## config.mk

```make
export PLATFORM = sky130hd
export DESIGN_NAME = bounded_double_ended_queue
export DESIGN_NICKNAME = d
export VERILOG_FILES = /design/src/rtl/dq_pkg.sv /design/src/rtl/dq_ram.sv /design/src/rtl/dq_datapath.sv /design/src/rtl/dq_ctrl.sv /design/src/rtl/bounded_double_ended_queue.sv
export SDC_FILE = /design/constraint.sdc
export NUM_CORES = 1
export LEC_CHECK = 0
export ABC_CLOCK_PERIOD_IN_PS = 4850
export BUFFER_PORTS_ARGS = -buffer_cell sky130_fd_sc_hd__buf_2
export CAP_MARGIN = 0
export CELL_PAD_IN_SITES_DETAIL_PLACEMENT = 2
export CELL_PAD_IN_SITES_GLOBAL_PLACEMENT = 2
export CORE_MARGIN = 5
export CORE_UTILIZATION = 36
export CTS_CLUSTER_DIAMETER = 200
export DETAILED_ROUTE_END_ITERATION = 6
export GPL_TIMING_DRIVEN = 0
export PLACE_DENSITY = 0.76
export SLEW_MARGIN = 40
export SYNTH_ARGS = -nofsm -noshare
export SYNTH_HDL_FRONTEND = slang
export SYNTH_HIERARCHICAL = 1
export SYNTH_SLANG_ARGS = --single-unit
```

## constraint.sdc

```tcl
create_clock -name i_clk -period 4.85 [get_ports i_clk]
set_input_delay 0.7275 -clock i_clk [delete_from_list [all_inputs] [get_ports i_clk]]
set_output_delay 0.7275 -clock i_clk [all_outputs]
set_load 0.05 [all_outputs]
```

## src/rtl/dq_pkg.sv

```systemverilog
// ----------------------------------------------------------------------------
// dq_pkg
// Shared constants, operation and status codes, and the controller/datapath
// command and status bundles of the bounded double-ended queue.
// ----------------------------------------------------------------------------
package dq_pkg;

    localparam int CAPACITY_DEF = 8;

    localparam int OP_W     = 2;
    localparam int WORD_W   = 32;
    localparam int STATUS_W = 2;
    localparam int FILL_W   = 4;

    localparam logic [OP_W-1:0] OP_PUSH_FRONT = 2'd0;
    localparam logic [OP_W-1:0] OP_PUSH_BACK  = 2'd1;
    localparam logic [OP_W-1:0] OP_POP_FRONT  = 2'd2;
    localparam logic [OP_W-1:0] OP_POP_BACK   = 2'd3;

    localparam logic [STATUS_W-1:0] ST_OK       = 2'd0;
    localparam logic [STATUS_W-1:0] ST_OVERFLOW = 2'd1;
    localparam logic [STATUS_W-1:0] ST_EMPTY    = 2'd2;

    // controller -> datapath
    typedef struct packed {
        logic exec;      // carry out the accepted operation
        logic load_pop;  // capture the read word into the result register
    } t_dq_cmd;

    // datapath -> controller
    typedef struct packed {
        logic pop_hit;   // the offered operation is a pop on a non-empty queue
    } t_dq_stat;

endpackage

```

## src/rtl/dq_ram.sv

```systemverilog
// ----------------------------------------------------------------------------
// dq_ram
// Generic single-write, single-read RAM with registered read data.
// ----------------------------------------------------------------------------
module dq_ram #(
    parameter int WIDTH = 32,
    parameter int DEPTH = 8
) (
    input  logic                     i_clk,
    input  logic                     i_we,
    input  logic [$clog2(DEPTH)-1:0] i_waddr,
    input  logic [WIDTH-1:0]         i_wdata,
    input  logic                     i_re,
    input  logic [$clog2(DEPTH)-1:0] i_raddr,
    output logic [WIDTH-1:0]         o_rdata
);

    logic [WIDTH-1:0] r_mem [DEPTH];
    logic [WIDTH-1:0] r_rdata;

    always_ff @(posedge i_clk) begin
        if (i_we) begin
            r_mem[i_waddr] <= i_wdata;
        end
        if (i_re) begin
            r_rdata <= r_mem[i_raddr];
        end
    end

    assign o_rdata = r_rdata;

endmodule

```

## src/rtl/dq_datapath.sv

```systemverilog
// ----------------------------------------------------------------------------
// dq_datapath
// Head index, word count, slot store and result registers of the deque.
// ----------------------------------------------------------------------------
module dq_datapath
    import dq_pkg::*;
#(
    parameter int CAPACITY = CAPACITY_DEF
) (
    input  logic                       i_clk,
    input  logic                       i_rst_n,
    input  t_dq_cmd                    i_cmd,
    output t_dq_stat                   o_stat,
    input  logic [OP_W-1:0]            i_op,
    input  logic signed [WORD_W-1:0]   i_push_value,
    output logic signed [WORD_W-1:0]   o_popped_value,
    output logic [STATUS_W-1:0]        o_status,
    output logic [FILL_W-1:0]          o_fill_count
);

    localparam int IDX_W = $clog2(CAPACITY);
    localparam int CNT_W = $clog2(CAPACITY + 1);
    localparam int SUM_W = $clog2(2 * CAPACITY);

    logic [IDX_W-1:0]    r_head, n_head;
    logic [CNT_W-1:0]    r_count, n_count;
    logic [WORD_W-1:0]   r_popped;
    logic [STATUS_W-1:0] r_status, n_status;
    logic [FILL_W-1:0]   r_fill;

    logic              is_push, is_front, full, empty;
    logic [IDX_W-1:0]  head_dec, head_inc, tail_idx, back_idx;
    logic [SUM_W-1:0]  tail_sum, back_sum;
    logic              ram_we, ram_re;
    logic [IDX_W-1:0]  ram_waddr, ram_raddr;
    logic [WORD_W-1:0] ram_rdata;
    logic [CNT_W+FILL_W-1:0] fill_ext;

    assign is_push  = (i_op == OP_PUSH_FRONT) || (i_op == OP_PUSH_BACK);
    assign is_front = (i_op == OP_PUSH_FRONT) || (i_op == OP_POP_FRONT);
    assign full     = (r_count == CNT_W'(CAPACITY));
    assign empty    = (r_count == '0);

    // circular index arithmetic, wrap by one compare and subtract
    always_comb begin
        head_dec = (r_head == '0) ? IDX_W'(CAPACITY - 1) : r_head - 1'b1;
        head_inc = (r_head == IDX_W'(CAPACITY - 1)) ? '0 : r_head + 1'b1;
        tail_sum = SUM_W'(r_head) + SUM_W'(r_count);
        back_sum = tail_sum - 1'b1;
        tail_idx = (tail_sum >= SUM_W'(CAPACITY)) ? IDX_W'(tail_sum - SUM_W'(CAPACITY))
                                                  : IDX_W'(tail_sum);
        back_idx = (back_sum >= SUM_W'(CAPACITY)) ? IDX_W'(back_sum - SUM_W'(CAPACITY))
                                                  : IDX_W'(back_sum);
    end

    always_comb begin
        n_head   = r_head;
        n_count  = r_count;
        n_status = ST_OK;
        ram_we   = 1'b0;
        ram_re   = 1'b0;
        ram_waddr = is_front ? head_dec : tail_idx;
        ram_raddr = is_front ? r_head : back_idx;
        if (is_push) begin
            if (full) begin
                n_status = ST_OVERFLOW;
            end else begin
                ram_we  = i_cmd.exec;
                n_count = r_count + 1'b1;
                if (is_front) begin
                    n_head = head_dec;
                end
            end
        end else begin
            if (empty) begin
                n_status = ST_EMPTY;
            end else begin
                ram_re  = i_cmd.exec;
                n_count = r_count - 1'b1;
                if (is_front) begin
                    n_head = head_inc;
                end
            end
        end
    end

    assign o_stat.pop_hit = !is_push && !empty;
    assign fill_ext       = {{FILL_W{1'b0}}, n_count};

    dq_ram #(
        .WIDTH (WORD_W),
        .DEPTH (CAPACITY)
    ) u_slot_ram (
        .i_clk   (i_clk),
        .i_we    (ram_we),
        .i_waddr (ram_waddr),
        .i_wdata (i_push_value),
        .i_re    (ram_re),
        .i_raddr (ram_raddr),
        .o_rdata (ram_rdata)
    );

    always_ff @(posedge i_clk) begin
        if (!i_rst_n) begin
            r_head  <= '0;
            r_count <= '0;
        end else if (i_cmd.exec) begin
            r_head  <= n_head;
            r_count <= n_count;
        end
    end

    always_ff @(posedge i_clk) begin
        if (i_cmd.exec) begin
            r_status <= n_status;
            r_fill   <= fill_ext[FILL_W-1:0];
            r_popped <= '0;
        end else if (i_cmd.load_pop) begin
            r_popped <= ram_rdata;
        end
    end

    assign o_popped_value = r_popped;
    assign o_status       = r_status;
    assign o_fill_count   = r_fill;

endmodule

```

## src/rtl/dq_ctrl.sv

```systemverilog
// ----------------------------------------------------------------------------
// dq_ctrl
// Handshake controller: accepts operations, waits out slot reads, and owns
// the result valid flag.
// ----------------------------------------------------------------------------
module dq_ctrl
    import dq_pkg::*;
(
    input  logic     i_clk,
    input  logic     i_rst_n,
    input  logic     i_in_valid,
    output logic     o_in_ready,
    output logic     o_out_valid,
    input  logic     i_out_ready,
    input  t_dq_stat i_stat,
    output t_dq_cmd  o_cmd
);

    localparam logic S_IDLE = 1'b0;
    localparam logic S_READ = 1'b1;

    logic r_state, n_state;
    logic r_out_valid, n_out_valid;
    logic can_take;

    // take a word when idle and the result register is free or being emptied
    assign can_take = (r_state == S_IDLE) && (!r_out_valid || i_out_ready);

    always_comb begin
        n_state        = r_state;
        n_out_valid    = r_out_valid;
        o_cmd.exec     = 1'b0;
        o_cmd.load_pop = 1'b0;
        case (r_state)
            S_IDLE: begin
                if (r_out_valid && i_out_ready) begin
                    n_out_valid = 1'b0;
                end
                if (can_take && i_in_valid) begin
                    o_cmd.exec = 1'b1;
                    if (i_stat.pop_hit) begin
                        n_state = S_READ;
                    end else begin
                        n_out_valid = 1'b1;
                    end
                end
            end
            S_READ: begin
                o_cmd.load_pop = 1'b1;
                n_out_valid    = 1'b1;
                n_state        = S_IDLE;
            end
            default: begin
                n_state = S_IDLE;
            end
        endcase
    end

    always_ff @(posedge i_clk) begin
        if (!i_rst_n) begin
            r_state     <= S_IDLE;
            r_out_valid <= 1'b0;
        end else begin
            r_state     <= n_state;
            r_out_valid <= n_out_valid;
        end
    end

    assign o_in_ready  = can_take;
    assign o_out_valid = r_out_valid;

endmodule

```

## src/rtl/bounded_double_ended_queue.sv

```systemverilog
// ----------------------------------------------------------------------------
// bounded_double_ended_queue
// Fixed-capacity double-ended queue of signed 32-bit words.
//   A push or refused pop has its result in the cycle after acceptance; a
//   pop that returns a word goes through the slot RAM read register, then
//   the result register. One push per cycle while results are taken; a
//   returning pop holds off the next word until its slot read lands.
//   Reset (synchronous, active low) empties the queue: head and count clear,
//   slot contents stay undefined until written; no clearing pass.
// ----------------------------------------------------------------------------
module bounded_double_ended_queue
    import dq_pkg::*;
#(
    parameter int CAPACITY = CAPACITY_DEF
) (
    input  logic                      i_clk,
    input  logic                      i_rst_n,
    // operation channel
    input  logic                      i_in_valid,
    output logic                      o_in_ready,
    input  logic [OP_W-1:0]           i_op,
    input  logic signed [WORD_W-1:0]  i_push_value,
    // result channel
    output logic                      o_out_valid,
    input  logic                      i_out_ready,
    output logic signed [WORD_W-1:0]  o_popped_value,
    output logic [STATUS_W-1:0]       o_status,
    output logic [FILL_W-1:0]         o_fill_count
);

    t_dq_cmd  cmd;
    t_dq_stat stat;

    // Controller: decide when a word is taken and when the slot read lands.
    dq_ctrl u_ctrl (
        .i_clk       (i_clk),
        .i_rst_n     (i_rst_n),
        .i_in_valid  (i_in_valid),
        .o_in_ready  (o_in_ready),
        .o_out_valid (o_out_valid),
        .i_out_ready (i_out_ready),
        .i_stat      (stat),
        .o_cmd       (cmd)
    );

    // Datapath: circular buffer addressed by head index and count; results
    // hold in their registers until the downstream side takes them.
    dq_datapath #(
        .CAPACITY (CAPACITY)
    ) u_datapath (
        .i_clk          (i_clk),
        .i_rst_n        (i_rst_n),
        .i_cmd          (cmd),
        .o_stat         (stat),
        .i_op           (i_op),
        .i_push_value   (i_push_value),
        .o_popped_value (o_popped_value),
        .o_status       (o_status),
        .o_fill_count   (o_fill_count)
    );

endmodule

```

==> flow_metrics.tcl <==
set metrics [dict create \
    hold_viol 0 \
    max_freq_mhz 268.5 \
    die_w_um 199.6 \
    min_from "i_push_value[18]" \
    use_met2 0.3087 \
    p_per_area_nw_per_um2 453.3 \
    grt_max_degree 18 \
    worstSkewPairLatency_ns 0.51 \
    critPathArrivalTime_ns 3.97 \
    die-area_sq_um 39840 \
    swShare 0.2498 \
    via_per_inst 5.149 \
    met1_usage 0.2107 \
    pre_cts_slack_ns 0.3003 \
    clockRootBuffer "clkbuf_16" \
    endpoint_kind "register" \
    cts_sinks 335 \
    min_period_over_period 0.7680 \
    vdd_ir_drop_max_mv 0.2725 \
    pwr-share-clk 0.373 \
    multi_input_area_sq_um 3127 \
    slew_headroom 0.4475 \
    cp_data_required_time_ns 5.10 \
    synth_area_sq_um 12940 \
    power_leakage_nw 5.333 \
    syn_nets 679 \
    ys_warn_count 6 \
    worst_pin_slew_ns 0.8287 \
    regArea_sq_um 9649 \
    p_comb_frac 0.154 \
    cts_tree "yes" \
    grt_pass1_vias 7236 \
    gp_congestion 0.7250 \
    power.switching_mw 1.756 \
    r2r-end "u_datapath/u_slot_ram/o_rdata[4]" \
    cts_buffers 37 \
    status "complete, no violations" \
    grt_overflow 0 \
    setup_viol 0 \
    async_reset_ff_frac 0 \
    yosysSeqAreaShare 0.7457 \
    wire_per_inst_um 26.53 \
    r2r_start "u_datapath/r_head[0]" \
    crit_type "register to register" \
    p_int_mw 5.273 \
    finalCriticalPeriod_ns 3.725 \
    synth_seq_cells 335 \
    cp-start-kind "register" \
    core-area_sq_um 35570 \
    cts_max_path_buffers 3 \
    drv_slew 0 \
    drive_gt1_frac 0.2985 \
    grt.busiest_layer "met2" \
    cts-resized-gates 0 \
    cts.clk_slew.worst_paths_ns 0.06 \
    maxCapViolCount 0 \
    grt_usage 0.1698 \
    portBuffers 75 \
    cts_setup_buffers 0 \
    n_fill_cell 3290 \
    rows 69 \
    syn2layout_area_growth_pct 19.83 \
    hold_buffers 0 \
    first_pass_iters 4 \
    rsz0062_at_grt "false" \
    hold_depth 1 \
    htreeDepth 2 \
    min_to "u_datapath/u_slot_ram/r_mem[4][18]" \
    fin_worst_skew_ns 0.01321 \
    reg2reg_setup_slack_ns 1.13 \
    fin_nets 814 \
    syn_avg_cell_area_sq_um 20.47 \
    power_frac_seq 0.473 \
    floorplan.initialDensity 0.3638 \
    num_vias 6467 \
    rr_worst_depth 11 \
    synthDistinctLibCells 43 \
    fin_ws_ns 1.125 \
    drc 0 \
    hp-class "input pin to register" \
    final_core_util 0.4359 \
    grt_pass1_wl_um 49330 \
    gr-usage-met3 0.02984 \
    io_pins 78 \
    fp.dieH_um 199.6 \
    antenna_found_initial 5 \
    antenna_left 0 \
    first_iter_violations 300 \
    wirelength_um 33320 \
    worstPathMaxFanout 10 \
    dpl.hpwl_um 23170 \
    synth-edff-count 294 \
    yosys_most_used_dff "edfxtp_1" \
    syn_inst 632 \
]
## cell usage in the layout (no fill, tap or decap), drive strengths merged, types with 2 or more instances in the layout
| cell | synthesis | layout |
|---|---|---|
| nand2b | 4 | 4 |
| nor3b | 3 | 3 |
| dfxtp | 41 | 41 |
| o211a | 2 | 2 |
| ha | 8 | 8 |
| a211oi | 3 | 3 |
| nor2 | 49 | 49 |
| clkbuf | 8 | 61 |
| xor2 | 2 | 2 |
| inv | 12 | 12 |
| o21ai | 6 | 6 |
| buf | 24 | 120 |
| mux2 | 33 | 33 |
| xnor2 | 5 | 5 |
| and2 | 2 | 2 |
| clkinv | 0 | 12 |
| mux2i | 33 | 33 |
| nor2b | 5 | 5 |
| nor3 | 5 | 5 |
| mux4 | 64 | 64 |
| a21oi | 8 | 8 |
| nand2 | 8 | 8 |
| edfxtp | 294 | 294 |
## Yosys cell counts, types with 3 or more instances
| cell type | count | share of area |
|---|---|---|
| mux4_2 | 24 | 0.042 |
| mux2_2 | 33 | 0.029 |
| xnor2_1 | 5 | 0.0034 |
| a21oi_1 | 8 | 0.0031 |
| buf_1 | 4 | 0.0012 |
| nor3_1 | 5 | 0.0019 |
| nor2_1 | 49 | 0.014 |
| ha_1 | 8 | 0.0077 |
| nand2_1 | 7 | 0.0020 |
| edfxtp_1 | 294 | 0.68 |
| mux4_1 | 40 | 0.081 |
| clkbuf_1 | 8 | 0.0023 |
| dfxtp_1 | 41 | 0.063 |
| nand2b_1 | 4 | 0.0019 |
| buf_6 | 8 | 0.0070 |
| o21ai_0 | 5 | 0.0019 |
| nor2b_1 | 4 | 0.0019 |
| mux2i_1 | 33 | 0.026 |
| buf_2 | 10 | 0.0039 |
| inv_1 | 12 | 0.0035 |
| a211oi_1 | 3 | 0.0017 |
## worst max path at each step
stage | start | to | slack [ns] | depth (start not counted)
detailed placement | i_out_ready | u_datapath/u_slot_ram/r_mem[0][14] | 0.30 | 11
global route | u_datapath/r_count[0] | u_datapath/u_slot_ram/o_rdata[4] | 0.96 | 11
floorplan | i_out_ready | u_datapath/u_slot_ram/r_mem[1][0] | 0.76 | 7
finish | u_datapath/r_head[0] | u_datapath/u_slot_ram/o_rdata[4] | 1.13 | 11
CTS | u_ctrl/o_out_valid | u_datapath/u_slot_ram/r_mem[0][14] | 0.74 | 10
global placement | i_out_ready | u_datapath/u_slot_ram/r_mem[2][17] | -1.95 | 8
## worst max-delay path, cell delays in order, from the launching register on
cell and delay [ns]:
dfxtp_1 0.38, ha_1 0.24, fa_1 0.48, inv_1 0.07, ha_1 0.21, xor2_1 0.17
nand2_1 0.09, xnor2_1 0.17, clkbuf_1 0.53, buf_2 0.44, mux4_1 0.39, mux2_2 0.31
## per-stage QoR
stage	power (mW)	TNS, ns	instance area [sq um]	instances	hold WS (ns)
3_5_place_dp	4.482	0	14370	1189	0.4739
5_1_grt	7.324	0	15510	1256	0.4681
4_1_cts	7.127	0	15500	1255	0.4616
6_report	7.029	0	15510	1256	0.4794
3_3_place_gp	4.368	-473.68	13900	1168	0.4599
2_1_floorplan	4.078	0	12950	632	0.4563
## cell type report
type | instances | area share
flip-flops and latches | 335 | 0.6223
multi-input cells | 253 | 0.2016
clock buffers | 53 | 0.06625
repair buffers | 96 | 0.05043
well taps | 461 | 0.03720
plain buffers | 32 | 0.01299
clock inverters | 13 | 0.006133
inverters | 12 | 0.002905
diodes | 1 | 0.0001614
## cells by family (layout without fill, tap and decap cells)
| logic type | after synthesis | count (layout) | share of synthesized area |
|---|---|---|---|
| flops | 335 | 335 | 0.7457 |
| mux | 130 | 130 | 0.1772 |
| simple gates | 82 | 82 | 0.03123 |
| buf+inv | 44 | 206 | 0.01895 |
| compound gates | 25 | 25 | 0.01286 |
| fa+ha+maj | 9 | 9 | 0.009283 |
| xor+xnor | 7 | 7 | 0.004738 |
| other cells | 0 | 1 | 0 |
## state kept, by name (all words and copies together), names as in the netlist
| register | cells |
|---|---|
| u_datapath/r_head | 3 |
| u_ctrl/r_state | 1 |
| u_datapath/o_status | 2 |
| u_datapath/u_slot_ram/r_mem | 256 |
| u_datapath/r_count | 4 |
| u_datapath/u_slot_ram/o_rdata | 32 |
| u_datapath/o_fill_count | 4 |
| u_datapath/o_popped_value | 32 |
| u_ctrl/o_out_valid | 1 |
## layer usage
layer,part of all wire,vias up
met4,0.018,8
met3,0.038,50
met2,0.54,143
met5,0.0014,-
met1,0.41,3427
li1,-,2839
## power groups by stage
stage	Sequential [mW]	Clock [mW]	Combinational (mW)
after floorplan	3.44	0	0.636
after global placement	3.38	0	0.983
after detailed placement	3.39	0	1.09
after CTS	3.33	2.70	1.10
after global routing	3.33	2.84	1.15
final	3.32	2.62	1.08
(Power assumes the default switching activity.)
